`config.mk`:
```
export PLATFORM = sky130hd
export DESIGN_NAME = hsl_pixel_adjust_unit
export DESIGN_NICKNAME = d
export VERILOG_FILES = /design/src/hpa_pkg.sv /design/src/hsl_pixel_adjust_unit.sv
export SDC_FILE = /design/constraint.sdc
export NUM_CORES = 1
export LEC_CHECK = 0
export CAP_MARGIN = 20
export CORE_UTILIZATION = 50
export CTS_CLUSTER_DIAMETER = 60
export DETAILED_ROUTE_END_ITERATION = 8
export DONT_BUFFER_PORTS = 1
export PLACE_DENSITY = 0.63
export SKIP_LAST_GASP = 1
export SLEW_MARGIN = 20
export SYNTH_ARGS = -nofsm -noshare
export SYNTH_HDL_FRONTEND = slang
export SYNTH_SLANG_ARGS = --single-unit
export TNS_END_PERCENT = 5
```
`constraint.sdc`:
```
create_clock -name clk -period 8.5 [get_ports clk]
set_input_delay 0.425 -clock clk [delete_from_list [all_inputs] [get_ports clk]]
set_output_delay 0.425 -clock clk [all_outputs]
set_load 0.02 [all_outputs]
```
`src/hpa_pkg.sv`:
```
// Shared types and constants for the HSLA pixel adjust block.
// Standalone package; used by hsl_pixel_adjust_unit.
`default_nettype none

package hpa_pkg;

    // Adjustment selected by the mode register
    typedef enum logic [2:0] {
        MODE_LIGHTEN    = 3'd0,
        MODE_DARKEN     = 3'd1,
        MODE_SATURATE   = 3'd2,
        MODE_DESATURATE = 3'd3,
        MODE_GRAYSCALE  = 3'd4,
        MODE_HUE_ROTATE = 3'd5,
        MODE_TWO_TONE   = 3'd6
    } mode_t;

    // Register indexes on the configuration port
    typedef enum logic [1:0] {
        REG_MODE      = 2'd0,
        REG_AMOUNT    = 2'd1,
        REG_HUE_SHIFT = 2'd2
    } reg_index_t;

    localparam int HUE_W = 15;
    localparam int Q16_W = 17;
    localparam int SHIFT_W = 16;
    localparam int SUM_W = 18;

    localparam logic [Q16_W-1:0] UNIT_Q16 = 17'd65536;
    localparam logic [Q16_W-1:0] AMOUNT_RESET = 17'd6554;

    // Hue constants in 1/64 degree
    localparam logic signed [SUM_W-1:0] HUE_FULL = 18'sd23040;
    localparam logic signed [SUM_W-1:0] HUE_FULL_NEG = -18'sd23040;
    localparam logic signed [SUM_W-1:0] HUE_FULL_X2 = 18'sd46080;
    localparam logic [HUE_W-1:0] TWO_TONE_HIGH = 15'd18784;
    localparam logic [HUE_W-1:0] TWO_TONE_LOW = 15'd7264;
    localparam logic [HUE_W-1:0] HUE_ORANGE = 15'd704;
    localparam logic [HUE_W-1:0] HUE_BLUE = 15'd13824;

    typedef struct packed {
        logic [HUE_W-1:0] hue;
        logic [Q16_W-1:0] sat;
        logic [Q16_W-1:0] lum;
        logic [Q16_W-1:0] alpha;
    } pixel_t;

endpackage

`default_nettype wire

```
`src/hsl_pixel_adjust_unit.sv`:
```
// HSLA pixel adjust: top level with configuration registers and a two-stage pipeline.
// Depends on hpa_pkg for mode codes, register indexes and constants.
`default_nettype none

// One HSLA pixel in, one adjusted pixel out. The block accepts a pixel every
// clock cycle unless in_stall is high; each pixel passes through the input
// register, then the result register after an add, clamp or compare. out_valid
// is the valid bit of the result register, which takes the input stage whenever
// the output is not held. A stall on the output holds the result register and,
// once the input register is also full, stalls the input. Configuration (mode,
// amount, hue_shift at byte addresses 0, 4, 8) should be written only while no
// pixel is in flight.
module hsl_pixel_adjust_unit (
    input  wire logic                       clk,
    input  wire logic                       rst_n,
    // configuration port
    input  wire logic                       psel,
    input  wire logic                       penable,
    input  wire logic                       pwrite,
    input  wire logic [3:0]                 paddr,
    input  wire logic [31:0]                pwdata,
    output logic [31:0]                     prdata,
    output logic                            pready,
    // input channel
    input  wire logic                       in_valid,
    output logic                            in_stall,
    input  wire logic [hpa_pkg::HUE_W-1:0]  hue_in,
    input  wire logic [hpa_pkg::Q16_W-1:0]  sat_in,
    input  wire logic [hpa_pkg::Q16_W-1:0]  lum_in,
    input  wire logic [hpa_pkg::Q16_W-1:0]  alpha_in,
    // output channel
    output logic                            out_valid,
    input  wire logic                       out_stall,
    output logic [hpa_pkg::HUE_W-1:0]       hue_out,
    output logic [hpa_pkg::Q16_W-1:0]       sat_out,
    output logic [hpa_pkg::Q16_W-1:0]       lum_out,
    output logic [hpa_pkg::Q16_W-1:0]       alpha_out
);
    import hpa_pkg::*;

    logic [2:0]         mode_reg;
    logic [Q16_W-1:0]   amount_reg;
    logic [SHIFT_W-1:0] hue_shift_reg;
    reg_index_t         cfg_index;
    logic               cfg_write;

    logic               s1_valid_reg;
    pixel_t             s1_pix_reg;
    logic               out_valid_reg;
    pixel_t             out_pix_reg;
    pixel_t             out_pix_next;

    logic               out_hold;
    logic [SUM_W-1:0]   sat_add;
    logic [SUM_W-1:0]   lum_add;
    logic [Q16_W-1:0]   sat_sub;
    logic [Q16_W-1:0]   lum_sub;
    logic signed [SUM_W-1:0] hue_sum;
    logic signed [SUM_W-1:0] hue_rot;

    // ---------------- configuration ----------------
    assign pready    = 1'b1;
    assign cfg_index = reg_index_t'(paddr[3:2]);
    assign cfg_write = psel && penable && pwrite;

    always_ff @(posedge clk or negedge rst_n)
    begin
        if (!rst_n)
        begin
            mode_reg      <= MODE_LIGHTEN;
            amount_reg    <= AMOUNT_RESET;
            hue_shift_reg <= '0;
        end
        else if (cfg_write)
        begin
            case (cfg_index)
                REG_MODE:      mode_reg      <= pwdata[2:0];
                REG_AMOUNT:    amount_reg    <= pwdata[Q16_W-1:0];
                REG_HUE_SHIFT: hue_shift_reg <= pwdata[SHIFT_W-1:0];
                default:       ;
            endcase
        end
    end

    always_comb
    begin
        case (cfg_index)
            REG_MODE:      prdata = {29'd0, mode_reg};
            REG_AMOUNT:    prdata = {15'd0, amount_reg};
            REG_HUE_SHIFT: prdata = {16'd0, hue_shift_reg};
            default:       prdata = '0;
        endcase
    end

    // ---------------- handshake ----------------
    assign out_hold = out_valid_reg && out_stall;
    assign in_stall = s1_valid_reg && out_hold;

    always_ff @(posedge clk or negedge rst_n)
    begin
        if (!rst_n)
        begin
            s1_valid_reg  <= 1'b0;
            out_valid_reg <= 1'b0;
        end
        else
        begin
            if (!in_stall)
                s1_valid_reg <= in_valid;
            if (!out_hold)
                out_valid_reg <= s1_valid_reg;
        end
    end

    always_ff @(posedge clk)
    begin
        if (in_valid && !in_stall)
        begin
            s1_pix_reg.hue   <= hue_in;
            s1_pix_reg.sat   <= sat_in;
            s1_pix_reg.lum   <= lum_in;
            s1_pix_reg.alpha <= alpha_in;
        end
        if (s1_valid_reg && !out_hold)
            out_pix_reg <= out_pix_next;
    end

    // ---------------- pixel datapath ----------------
    assign sat_add = {1'b0, s1_pix_reg.sat} + {1'b0, amount_reg};
    assign lum_add = {1'b0, s1_pix_reg.lum} + {1'b0, amount_reg};
    assign sat_sub = (s1_pix_reg.sat >= amount_reg) ? s1_pix_reg.sat - amount_reg : '0;
    assign lum_sub = (s1_pix_reg.lum >= amount_reg) ? s1_pix_reg.lum - amount_reg : '0;

    assign hue_sum = $signed({3'b000, s1_pix_reg.hue})
                   + $signed({{(SUM_W-SHIFT_W){hue_shift_reg[SHIFT_W-1]}}, hue_shift_reg});

    // Wrap into one turn; a sum of exactly minus one turn lands on zero
    always_comb
    begin
        if (hue_sum >= HUE_FULL_X2)
            hue_rot = hue_sum - HUE_FULL_X2;
        else if (hue_sum >= HUE_FULL)
            hue_rot = hue_sum - HUE_FULL;
        else if (hue_sum < HUE_FULL_NEG)
            hue_rot = hue_sum + HUE_FULL_X2;
        else if (hue_sum < 0)
            hue_rot = hue_sum + HUE_FULL;
        else
            hue_rot = hue_sum;
    end

    always_comb
    begin
        out_pix_next = s1_pix_reg;
        case (mode_reg)
            MODE_LIGHTEN:
                out_pix_next.lum = (lum_add > {1'b0, UNIT_Q16}) ? UNIT_Q16 : lum_add[Q16_W-1:0];
            MODE_DARKEN:
                out_pix_next.lum = (lum_sub > UNIT_Q16) ? UNIT_Q16 : lum_sub;
            MODE_SATURATE:
                out_pix_next.sat = (sat_add > {1'b0, UNIT_Q16}) ? UNIT_Q16 : sat_add[Q16_W-1:0];
            MODE_DESATURATE:
                out_pix_next.sat = (sat_sub > UNIT_Q16) ? UNIT_Q16 : sat_sub;
            MODE_GRAYSCALE:
                out_pix_next.sat = '0;
            MODE_HUE_ROTATE:
                out_pix_next.hue = hue_rot[HUE_W-1:0];
            MODE_TWO_TONE:
                out_pix_next.hue = (s1_pix_reg.hue >= TWO_TONE_HIGH ||
                                    s1_pix_reg.hue < TWO_TONE_LOW) ? HUE_ORANGE : HUE_BLUE;
            default: ;
        endcase
    end

    assign out_valid = out_valid_reg;
    assign hue_out   = out_pix_reg.hue;
    assign sat_out   = out_pix_reg.sat;
    assign lum_out   = out_pix_reg.lum;
    assign alpha_out = out_pix_reg.alpha;

    // ---------------- assertions ----------------
    // A filled input stage always moves into the result register unless it is held
    a_s1_advance: assert property (@(posedge clk) disable iff (!rst_n)
        (s1_valid_reg && !out_hold) |=> out_valid_reg)
        else $error("input stage beat lost on its way to the result register");

    // Input stalls only when both stages are full and the output is held
    a_stall_full: assert property (@(posedge clk) disable iff (!rst_n)
        in_stall |-> (s1_valid_reg && out_valid_reg))
        else $error("input stalled with a free pipeline stage");

    // A result register that was held keeps its pixel
    a_hold_payload: assert property (@(posedge clk) disable iff (!rst_n)
        out_hold |=> (out_valid_reg && $stable(out_pix_reg)))
        else $error("held result register changed");

endmodule

`default_nettype wire
```
Yosys cells after proc, flatten, opt, wreduce, memory -nomap -nowiden
Cells that the tools add are included.
- bits in read-only memories: 0
- bits in latches: 0
- bits in writable memories: 0
- bits of input ports: 109
- memories kept: 0
- register bits after elaboration: 170
- bitwise operators: 0
- shifts and indexed selects: 0
- divide/modulo/power cells: 0
- order comparisons: 12
- mux-type cells: 15
- reduce and logical (&&, ||, !) cells: 14
- add/sub/neg operators: 9
- equality and inequality tests: 8
- $mul: 0
- operators by type and width (kind ; count):
    2-to-1 mux 17 bit ; 6
    one-hot mux 17 bit (3 select lines) ; 2
    2-to-1 mux 15 bit ; 4
    adder 17 x 17 -> 18 bit ; 2
    > comparator 18 x 17 -> 1 bit (second input constant) ; 2
    greater-or-equal comparator 17 bit ; 2
    > comparator 17 bit (second input constant) ; 2
    one-hot mux 17 bit (2 select lines) ; 1
    subtractor 17 bit ; 2
    adder 15 bit (second input constant) ; 2
    one-hot mux 15 bit (2 select lines) ; 1
    subtractor 15 bit (second input constant) ; 2
    adder 16 x 16 -> 17 bit ; 1
    greater-or-equal comparator 17 x 16 -> 1 bit (second input constant) ; 1
    greater-or-equal comparator 17 bit (second input constant) ; 1
    < comparator 17 x 1 -> 1 bit (second input constant) ; 1
    < comparator 17 x 16 -> 1 bit (second input constant) ; 1
    greater-or-equal comparator 15 bit (second input constant) ; 1
    < comparator 15 x 13 -> 1 bit (second input constant) ; 1
    2-to-1 mux 14 bit ; 1
    equality test 3 bit (second input constant) ; 3
    equality test 3 x 2 -> 1 bit (second input constant) ; 2
    logical AND 1 bit ; 6
    AND reduction 2 bit ; 3
    other kinds (7) ; 8

Longest topological paths before layout
Gate-level depths: netlist of run 1.
- depth in word-level cells: 7
- gate-level depth with buffers: 15
- mapped depth without buffers: 14

Worst setup path before layout of run 1
OpenSTA, ideal clock, no wires.
- path type: register -> register
- start point: register out_valid_reg (netlist: out_valid)
- end point: register out_pix_reg, in the netlist alpha_out[0] (enable)
- clock period less this slack: 5.899 ns
- required time: 7.909 ns
- buffers on the path: 0
- stages on the path, launching flop included: 2
- arrival: 5.309 ns
- setup slack: 2.601 ns
- cells stage by stage: dfrtp_1 -> a21boi_0
- longest elaborated chain between the ends: 3
- ends and longest elaborated chain (element ; RTL line ; RTL):
    start: declaration ; hsl_pixel_adjust_unit.sv:49 ; logic out_valid_reg;
    start signal: assignment ; hsl_pixel_adjust_unit.sv:111 ; out_valid_reg <= s1_valid_reg;
    logical AND 1 bit ; hsl_pixel_adjust_unit.sv:96 ; assign out_hold = out_valid_reg && out_stall;
    zero test 1 bit ; hsl_pixel_adjust_unit.sv:124 ; if (s1_valid_reg && !out_hold)
    logical AND 1 bit ; hsl_pixel_adjust_unit.sv:124 ;
    end signal: assignment ; hsl_pixel_adjust_unit.sv:125 ; out_pix_reg <= out_pix_next;
    end: declaration ; hsl_pixel_adjust_unit.sv:50 ; pixel_t out_pix_reg;
No other way between the ends.
A chain may end at the register's enable or synchronous reset.

==> impl_metrics.json, run 1 <==
{
  "clock_latency_ns": 0.45,
  "die_y_um": 155.6,
  "crit_path_cell_trace": "ha_1 -> fa_1 -> nor2b_1 -> o31ai_1 -> a2111oi_0 -> nor3_1 -> o31ai_1 -> nand3_1 -> o22ai_1 -> or2_1 -> a32oi_1 -> o21ai_0",
  "final-setup-viol-count": 0,
  "wirelength_um": 33180,
  "crit_path_top_delay_cell": "o22ai_1",
  "cp-start-kind": "register",
  "reg2reg_depth": 12,
  "path_max_fanout": 9,
  "r2r-start": "amount_reg[0]$_DFFE_PN0P_",
  "post-route-util": 0.5516,
  "rsz0062_at_grt": "false",
  "cp.required_ns": 8.74,
  "r2r_end": "sat_out[9]$_DFFE_PP_",
  "seq_area_frac_synth": 0.4174,
  "fillCellCount": 2017,
  "grt_pass1_vias": 8894,
  "path_depth": 12,
  "syn_area_um2": 11800,
  "fmax_mhz": 199.4,
  "relSlewSlack": 0.2565,
  "async_flop_share": 0.2235,
  "ys.flop_type": "edfxtp_1",
  "synth_area_leaders": "edfxtp_1, ha_1, dfrtp_1",
  "crit_end": "sat_out[9]$_DFFE_PP_",
  "dp_hpwl_um": 25520,
  "clock-sinks": 170,
  "drt_pre_antenna_iters": 5,
  "num_rows": 55,
  "cts_made_buffers": 17,
  "min_path_type": "input pin to register",
  "finalClockSkew_ns": 0.01586,
  "grt_usage": 0.2795,
  "startpoint": "amount_reg[0]$_DFFE_PN0P_",
  "ant_nets": 0,
  "grt.overflow.total": 0,
  "ys_seq_elements": 170,
  "synthTopCellsByCount": "edfxtp_1, nand2_1, ha_1",
  "cp-end-kind": "register",
  "power_uw": 3629,
  "synth_edf_count": 132,
  "cts_max_level": 4,
  "max_stage_delay_ns": 0.76,
  "largest_reg_flops": 49,
  "cap_violations": 0,
  "ctsResizeCount": 0,
  "cts_tree": "built",
  "ios": 210,
  "holdWs_ns": 0.06456,
  "via_per_inst": 6.303,
  "yosysTopAreaCell": "edfxtp_1",
  "path_common_cell": "o31ai_1",
  "wl_per_cell_um": 22.24,
  "io_buffers": 0,
  "synth_warnings": 0,
  "antennaDiodeCount": 0,
  "avgSynthCellArea_um2": 9.879,
  "setup_tns_ns": 0,
  "grt_pass1_wl_um": 51190,
  "worst_slew_pin_slew_ns": 1.115,
  "grt_max_degree": 67,
  "drc": 0,
  "antenna_found_initial": 0,
  "yosysMostFrequentCell": "edfxtp_1",
  "period_share": 0.5899,
  "area_delta_synth_final_pct": 7.160,
  "place.gp.congestion": 0.9305,
  "chipWidth_um": 155.6,
  "path_clk_slew_ns": 0.08,
  "post_cts.repair.setup_buffers": 0,
  "critical_path_class": "register to register",
  "slew_violations": 0,
  "cp_top_family": "compound AO/OA/AOI/OAI gates",
  "rrSetupSlack_ns": 3.49,
  "drt_iter0_markers": 662,
  "p_leak_uw": 0.004953,
  "dieArea_um2": 24210,
  "critPathBufInv": 0,
  "instances_no_fill": 1492,
  "power.density_nw_per_um2": 287.1,
  "cts_root_buffer": "clkbuf_16",
  "place_inst": 1458,
  "yosysTopAreaCellShare": 0.3361,
  "num_vias": 9404,
  "status": "completed",
  "nNetsFinal": 1364,
  "layout-drive-gt1-share": 0.08142,
  "arrival_ns": 5.25,
  "core-area_um2": 22920,
  "vdd_drop_max_mv": 0.1467,
  "min_period_ns": 5.014,
  "cts_buffer_depth": 2,
  "start_util": 0.5147,
  "final_hold_viol_count": 0,
  "post_synth_num_cell_types": 83,
  "syn_inst": 1194
}
repair_timing:
action	CTS	global route
hold endpoints to repair	38	0
setup endpoints to repair	0	0
hold buffers	2	0
stage by stage:
stage                     instance area (µm²)  setup WS [ns]
after global routing                    12640          3.213
final                                   12640          3.486
after floorplan                         11850          2.601
after global placement                  11970          3.592
after detailed placement                11980          3.702
after CTS                               12640          3.641
power by group:
part	internal (µW)	total, µW	switching [µW]
combinational	594	1590	998
clock	408	820	412
sequential	1040	1220	172
total	2050	3630	1580
cell type report:
cell class	count	area, µm²	area share
Timing Repair Buffer	7	67.56	0.005345
Sequential cell	170	4923	0.3895
Multi-Input combinational cell	903	6374	0.5043
Clock inverter	15	206.4	0.01633
Inverter	67	251.5	0.01990
Tap cell	313	391.6	0.03098
Clock buffer	17	425.4	0.03366
layer usage:
metal / up-vias / share of wire / routed length [µm] / GRT usage
met3: 58 / 0.078 / 2600 / 0.06194
met5: - / 0 / 0 / 0
met2: 387 / 0.44 / 14760 / 0.4343
met4: 0 / 0.031 / 1030 / 0.1074
li1: 4418 / - / - / -
met1: 4541 / 0.45 / 14800 / 0.3806
cell usage in the layout (no fill, tap or decap), types with 8 or more instances in the layout:
| cell | n |
|---|---|
| a211oi_1 | 12 |
| a21o_1 | 32 |
| a21oi_1 | 70 |
| a221oi_1 | 9 |
| a22o_1 | 21 |
| a31oi_1 | 15 |
| and2_1 | 11 |
| clkbuf_16 | 17 |
| conb_1 | 16 |
| dfrtp_1 | 31 |
| edfxtp_1 | 132 |
| ha_1 | 84 |
| inv_1 | 67 |
| mux2_2 | 22 |
| nand2_1 | 99 |
| nand2b_1 | 22 |
| nand3_1 | 26 |
| nand4_1 | 13 |
| nor2_1 | 61 |
| nor2b_1 | 16 |
| nor3_1 | 28 |
| nor4_1 | 11 |
| o211ai_1 | 23 |
| o21a_1 | 12 |
| o21ai_0 | 71 |
| o221ai_1 | 12 |
| o31ai_1 | 10 |
| or2_2 | 8 |
| or3_1 | 12 |
| xnor2_1 | 44 |
| xor2_1 | 11 |
logic make-up after synthesis:
kind of cell | count (synthesis) | synth area share
adders and majority gates | 89 | 0.09759
other | 2 | 0.0006367
AOI/OAI and AO/OA | 374 | 0.2224
xor gates and xnor gates | 55 | 0.04084
DFF | 170 | 0.4174
and+or+nand+nor | 342 | 0.1464
buffers and inverters | 135 | 0.04943
muxes | 27 | 0.02525
worst min path at each step:
stage | start | endpoint | depth (start not counted)
final | hue_in[10] | s1_pix_reg[61]$_DFFE_PP_ | 0
after global routing | alpha_in[6] | out_pix_next[6]$_DFFE_PP_ | 0
after CTS | hue_in[10] | s1_pix_reg[61]$_DFFE_PP_ | 0
after detailed placement | rst_n | s1_valid_reg$_DFFE_PN0N_ | 0
after global placement | rst_n | out_valid$_DFFE_PN0N_ | 0
after floorplan | rst_n | amount_reg[0]$_DFFE_PN0P_ | 0
No activity file was read; power rests on OpenSTA's default activity.
==> inputs of run 2 (changes only) <==
--- a/config.mk
+++ b/config.mk
@@ -5,6 +5,7 @@
 export SDC_FILE = /design/constraint.sdc
 export NUM_CORES = 1
 export LEC_CHECK = 0
+export ABC_AREA = 1
 export CAP_MARGIN = 20
 export CORE_UTILIZATION = 50
 export CTS_CLUSTER_DIAMETER = 60
==> constraint.sdc (replaced) <==
create_clock -name clk -period 4.7 [get_ports clk]
set_input_delay 0.235 -clock clk [delete_from_list [all_inputs] [get_ports clk]]
set_output_delay 0.235 -clock clk [all_outputs]
set_load 0.02 [all_outputs]
==> run 2 against run 1 <==
Against the previous run: synthesized cell count increased by 36%; critical path type unchanged; clock skew decreased by 0.0022 ns; register-to-register slack got worse by 2.3 ns; largest cell class unchanged.
==> impl_metrics.json, run 2 <==
{
  "status": "completed",
  "synth-simple-area-share": 0.3011,
  "core-area_um2": 24530,
  "ys.flop_type": "edfxtp_1",
  "path_clk_slew_ns": 0.08,
  "via_per_inst": 5.368,
  "ant_nets": 0,
  "crit_path_top_delay_cell": "dfstp_2",
  "avgSynthCellArea_um2": 7.769,
  "cts_buffer_depth": 2,
  "synth_warnings": 0,
  "crit_path_cell_trace": "inv_1 -> ha_1 -> inv_1 -> a21oi_1 -> o21ai_0 -> a31oi_1 -> nand2_1 -> nand2_1 -> a21oi_1 -> nor2_4 -> buf_4 -> inv_2 -> nor2_1 -> nand2_2 -> nand3_1 -> nand3_1",
  "period_share": 0.7568,
  "post-route-util": 0.5766,
  "syn_area_um2": 12590,
  "nNetsFinal": 1878,
  "post_cts.repair.setup_buffers": 0,
  "final_hold_viol_count": 0,
  "io_buffers": 0,
  "setup_tns_ns": 0,
  "relSlewSlack": 0.2851,
  "maxUsedRoutingLayer": "met4",
  "die_y_um": 160.7,
  "synthTopCellsByCount": "nand2_1, inv_1, nand3_1",
  "grt_pass1_wl_um": 56230,
  "critical_path_class": "register to register",
  "cts_made_buffers": 17,
  "vdd_drop_max_mv": 0.2168,
  "cp_top_family": "simple AND/OR/NAND/NOR gates",
  "grt_max_degree": 50,
  "async_flop_share": 0.2235,
  "start_util": 0.5133,
  "clock_latency_ns": 0.45,
  "num_rows": 57,
  "clock-sinks": 170,
  "cts_max_level": 4,
  "num_vias": 10830,
  "wl_per_cell_um": 18.15,
  "met1Wirelength_um": 16330,
  "layout-drive-gt1-share": 0.07974,
  "synth_top_family_by_area": "simple AND/OR/NAND/NOR gates",
  "syn_inst": 1621,
  "cp-end-kind": "register",
  "place.gp.congestion": 0.9289,
  "ctsResizeCount": 0,
  "final_common_cell": "nand2_1",
  "finalWorstSetupSlack_ns": 1.143,
  "fmax_mhz": 281.2,
  "critPathBufInv": 4,
  "yosysTopAreaCellShare": 0.3148,
  "grt.overflow.total": 0,
  "post_synth_num_cell_types": 57,
  "finalClockSkew_ns": 0.01366,
  "seq_area_frac_synth": 0.3910,
  "dieArea_um2": 25830,
  "antennaDiodeCount": 0,
  "ys_seq_elements": 170,
  "worst_slew_pin_slew_ns": 1.061,
  "route.met2.wl_um": 17190,
  "holdWs_ns": 0.02153,
  "grt_pass1_vias": 10190,
  "cap_violations": 0,
  "synth_xor_xnor_area_share": 0.03120,
  "rsz0062_at_grt": "false",
  "area_delta_synth_final_pct": 12.33,
  "max_stage_delay_ns": 0.62,
  "largest_reg_flops": 49,
  "min_path_type": "input pin to register",
  "synth_compound_area_frac": 0.09220,
  "p_leak_uw": 0.006527,
  "final-setup-viol-count": 0,
  "ios": 210,
  "antenna_found_initial": 0,
  "path_max_fanout": 18,
  "drt_iter0_markers": 782,
  "cts_root_buffer": "clkbuf_16",
  "synth_area_leaders": "edfxtp_1, nand2_1, ha_1",
  "cts_tree": "built",
  "drt_pre_antenna_iters": 5,
  "min_period_ns": 3.557,
  "slew_violations": 0,
  "yosysTopAreaCell": "edfxtp_1",
  "dp_hpwl_um": 28500,
  "dp_worst_setup_slack_ns": 1.252,
  "arrival_ns": 3.74,
  "wirelength_um": 36600,
  "grt_usage": 0.2854,
  "cp.required_ns": 4.88,
  "cp-start-kind": "register",
  "final_cell_mix": "nand2_1, inv_1, nand3_1",
  "synth_mux_area_frac": 0,
  "synth_fa_ha_area_frac": 0.09141,
  "dr_wl_met3_um": 2292,
  "power_uw": 6554,
  "synth_edf_count": 132,
  "drc": 0,
  "yosysMostFrequentCell": "nand2_1",
  "chipWidth_um": 160.7,
  "power.density_nw_per_um2": 463.3
}
==> run 2: cell count changes after synthesis, moves of 22 or more <==
| cell | change |
|---|---|
| inv_1 | +122 |
| a21o_1 | -28 |
| nand2_1 | +352 |
| nand3_2 | +24 |
| nand2_2 | +24 |
| xnor2_1 | -34 |
| nand3_1 | +119 |
| mux2_2 | -22 |
| xor2_1 | +22 |
| nand2b_1 | -22 |
| nor2_1 | +78 |
| clkbuf_1 | -22 |
==> run 2: metrics by stage <==
step / instances / area, µm²
4_1_cts: 2017 / 14150
2_1_floorplan: 1635 / 12650
5_1_grt: 2017 / 14150
3_3_place_gp: 1905 / 12700
6_report: 2017 / 14150
3_5_place_dp: 1905 / 12700
==> run 2: cell families after synthesis <==
family / Yosys count
AND/OR/NAND/NOR: 852
other: 2
AO/OA/AOI/OAI: 203
adder cells (fa/ha/maj): 89
buffers and inverters: 261
flip-flops: 170
XOR/XNOR: 44
==> run 2: final timing paths <==
| path | slack [ns] | startpoint | end | cells past startpoint |
|---|---|---|---|---|
| setup / recovery | 1.14 | amount_reg[12]$_DFFE_PN1P_ | lum_out[8]$_DFFE_PP_ | 16 |
| hold reg to reg | 0.41 | out_pix_next[16]$_DFFE_PP_ | alpha_out[16]$_DFFE_PP_ | 0 |
| max in group asynchronous | 4.18 | rst_n | amount_reg[8]$_DFFE_PN1P_ | 2 |
| setup reg to reg | 1.14 | amount_reg[12]$_DFFE_PN1P_ | lum_out[8]$_DFFE_PP_ | 16 |
| hold / removal | 0.02 | pwdata[9] | hue_shift_reg[9]$_DFFE_PN0P_ | 2 |
| min in group asynchronous | 0.24 | rst_n | out_valid$_DFFE_PN0N_ | 2 |
==> run 2: final cells by class <==
type                       instances  area, µm²
multi-input combinational       1204       6574
clock buffer                      17      425.4
inverter                         202      760.7
clock inverter                    15      209.0
sequential                       170       4923
fill                            2282      10390
tap                              324      405.4
timing repair buffer              85      848.3
==> run 2: worst register-to-register path: stages (launching register included) <==
cell and delay [ns]:
dfstp_2 0.62, inv_1 0.17, ha_1 0.48, inv_1 0.12
a21oi_1 0.25, o21ai_0 0.12, a31oi_1 0.24, nand2_1 0.09
nand2_1 0.11, a21oi_1 0.11, nor2_4 0.09, buf_4 0.26
inv_2 0.05, nor2_1 0.12, nand2_2 0.24, nand3_1 0.14
nand3_1 0.09
==> run 2: power by group <==
part | internal, µW | total, µW | switching [µW]
registers | 1900 | 2190 | 293
logic | 900 | 2870 | 1970
clock network | 737 | 1490 | 752
==> run 2: per-layer routing <==
| metal | up-vias | GRT usage |
|---|---|---|
| met1 | 5016 | 0.3762 |
| met3 | 46 | 0.05863 |
| li1 | 5426 | - |
| met2 | 340 | 0.4748 |
| met5 | - | 0 |
| met4 | 0 | 0.07890 |
==> run 2: what timing repair did <==
item,4_1_cts,5_1_grt
endpoints found under the setup margin,0,0
endpoints found under the hold margin,122,0
hold buffers,80,0
==> inputs of run 3 (changes only) <==
--- a/config.mk
+++ b/config.mk
@@ -11,7 +11,7 @@
 export CTS_CLUSTER_DIAMETER = 60
 export DETAILED_ROUTE_END_ITERATION = 8
 export DONT_BUFFER_PORTS = 1
-export PLACE_DENSITY = 0.63
+export PLACE_DENSITY = 0.66
 export SKIP_LAST_GASP = 1
 export SLEW_MARGIN = 20
 export SYNTH_ARGS = -nofsm -noshare
==> constraint.sdc (replaced) <==
create_clock -name clk -period 2.9 [get_ports clk]
set_input_delay 0.145 -clock clk [delete_from_list [all_inputs] [get_ports clk]]
set_output_delay 0.145 -clock clk [all_outputs]
set_load 0.02 [all_outputs]
==> run 3 against run 2 <==
Against the previous run: the run now ends with setup timing left; power grew 97%; critical path depth down 2; sequential power is 59% higher; largest power group unchanged.
==> impl_metrics.json, run 3 (same netlist as run 2, synthesis figures left out) <==
{
  "place.gp.congestion": 0.9566,
  "area_delta_synth_final_pct": 37.76,
  "switching_power_uw": 5694,
  "chipWidth_um": 160.7,
  "fmax_mhz": 331.4,
  "wl_per_cell_um": 18.15,
  "die_y_um": 160.7,
  "final_hold_viol_count": 0,
  "layout-drive-gt1-share": 0.2903,
  "arrival_ns": 3.20,
  "io_buffers": 0,
  "drc": 0,
  "place_area_um2": 14570,
  "grt_pass1_wl_um": 63700,
  "relSlewSlack": 0.2694,
  "critical_path_class": "register to register",
  "cts_buffer_depth": 2,
  "reg2reg_depth": 14,
  "cp-start-kind": "register",
  "startpoint": "amount_reg[3]$_DFFE_PN1P_",
  "post-route-util": 0.7072,
  "cap_violations": 0,
  "max_stage_delay_ns": 0.56,
  "crit_path_top_delay_cell": "dfstp_2",
  "status": "finished, violations left",
  "cts_max_level": 4,
  "cp.required_ns": 3.08,
  "rsz0062_at_grt": "true",
  "core-area_um2": 24530,
  "vdd_drop_max_mv": 0.4171,
  "rrSetupSlack_ns": -0.12,
  "final_common_cell": "nand2_1",
  "num_rows": 57,
  "r2r-start": "amount_reg[3]$_DFFE_PN1P_",
  "pwr-share-seq": 0.271,
  "r2r_end": "lum_out[14]$_DFFE_PP_",
  "num_vias": 12560,
  "min_period_ns": 3.018,
  "min_path_type": "input pin to register",
  "slew_violations": 0,
  "nNetsFinal": 2169,
  "grt.overflow.total": 0,
  "dp_hpwl_um": 30590,
  "worst_slew_pin_slew_ns": 1.084,
  "instances_no_fill": 2308,
  "drt_pre_antenna_iters": 8,
  "start_util": 0.5133,
  "via_per_inst": 5.444,
  "design_area_um2": 17350,
  "dieArea_um2": 25830,
  "ios": 210,
  "min_path_cells": 3,
  "clock_power_share": 0.185,
  "cts_tree": "built",
  "final_cell_mix": "nand2_1, buf_4, inv_1",
  "drt_iter0_markers": 1022,
  "clock-sinks": 170,
  "place_inst": 2151,
  "path_max_fanout": 8,
  "finalClockSkew_ns": 0.01730,
  "p_int_uw": 7196,
  "grt_max_degree": 67,
  "p_sw_frac": 0.4417,
  "cts_root_buffer": "clkbuf_16",
  "combPwrFrac": 0.544,
  "clock_latency_ns": 0.44,
  "finalWorstSetupSlack_ns": -0.1177,
  "path_clk_slew_ns": 0.08,
  "worstHoldStart": "paddr[2]",
  "largest_reg_flops": 49,
  "wirelength_um": 41900,
  "cts_made_buffers": 17,
  "hold_path_end": "mode_reg[1]$_DFFE_PN0P_",
  "p_leak_uw": 0.008031,
  "antenna_found_initial": 0,
  "antennaDiodeCount": 0,
  "cp-end-kind": "register",
  "ant_nets": 0,
  "final-setup-viol-count": 32,
  "crit_path_cell_trace": "clkinvlp_4 -> ha_4 -> nand2_2 -> nor3_4 -> nand4_1 -> buf_4 -> nand4_4 -> nand2_1 -> nand4_1 -> nor2_1 -> nand3b_1 -> nand2_4 -> nand2_1 -> nand3_1",
  "grt_usage": 0.3198,
  "grt_pass1_vias": 12190,
  "power.density_nw_per_um2": 743.0,
  "period_share": 1.041,
  "violations": "setup timing"
}
==> run 3: cell types whose count changed in the layout (fill, tap and decap cells not counted), sizes merged <==
cell	change
dlygate4sd3	+7
inv	+1
nand2	+4
buf	+276
clkinvlp	+4
nand4	+2
clkinv	-3
==> run 3: how the worst max path moves through the flow <==
stage | end | depth (start not counted)
6_report | lum_out[14]$_DFFE_PP_ | 14
4_1_cts | hue_out[10]$_DFFE_PP_ | 20
2_1_floorplan | lum_out[8]$_DFFE_PP_ | 17
3_3_place_gp | sat_out[11]$_DFFE_PP_ | 17
3_5_place_dp | lum_out[3]$_DFFE_PP_ | 17
5_1_grt | lum_out[15]$_DFFE_PP_ | 15
==> run 3: power by group through the flow <==
| stage | clock network [µW] | logic (µW) | registers [µW] |
|---|---|---|---|
| 6_report | 2380 | 7020 | 3490 |
| 5_1_grt | 2490 | 7580 | 3520 |
| 4_1_cts | 2410 | 6390 | 3470 |
| 3_5_place_dp | 0 | 5760 | 3520 |
| 3_3_place_gp | 0 | 5660 | 3510 |
| 2_1_floorplan | 0 | 3570 | 3480 |
==> run 3: metrics by stage <==
stage / hold slack, ns / setup TNS [ns] / setup slack, ns / total power [µW]
floorplan: -0.1506 / 0 / 0.1249 / 7046
global placement: -0.1485 / -6.123 / -0.2048 / 9170
detailed placement: -0.1495 / -6.773 / -0.2291 / 9273
CTS: 0.03621 / -0.1140 / -0.02196 / 12270
global route: 0.1003 / -5.936 / -0.2234 / 13590
finish: 0.05999 / -2.348 / -0.1177 / 12890
==> run 3: critical path: cells and delay by family, from the launching register on <==
kind / cells / cell delay (ns)
buf+inv: 2 / 0.37
flops: 1 / 0.56
fa+ha+maj: 1 / 0.37
simple gates: 11 / 1.47
==> run 3: area by class of cell <==
| type | count | area, µm² |
|---|---|---|
| fill | 1917 | 7184 |
| sequential | 170 | 4926 |
| timing repair buffer | 368 | 3069 |
| clock inverter | 15 | 188.9 |
| multi-input combinational | 1210 | 7538 |
| inverter | 202 | 780.7 |
| clock buffer | 17 | 425.4 |
| tap | 324 | 405.4 |
| timing repair inverter | 2 | 15.01 |
==> run 3: timing repair <==
item | in CTS | in global routing
resized for setup | 80 | 130
hold buffers | 87 | 0
setup endpoints to repair | 40 | 40
setup buffers | 16 | 14
gates cloned | 8 | 0
pin swaps | 27 | 48
hold endpoints to repair | 141 | 0
==> run 3: routing by layer <==
metal | global-route usage | wire length, µm | vias up
met2 | 0.5366 | 19980 | 536
li1 | - | - | 6012
met5 | 0 | 0 | -
met4 | 0.1449 | 1813 | 0
met1 | 0.4038 | 17390 | 5909
met3 | 0.05372 | 2713 | 107
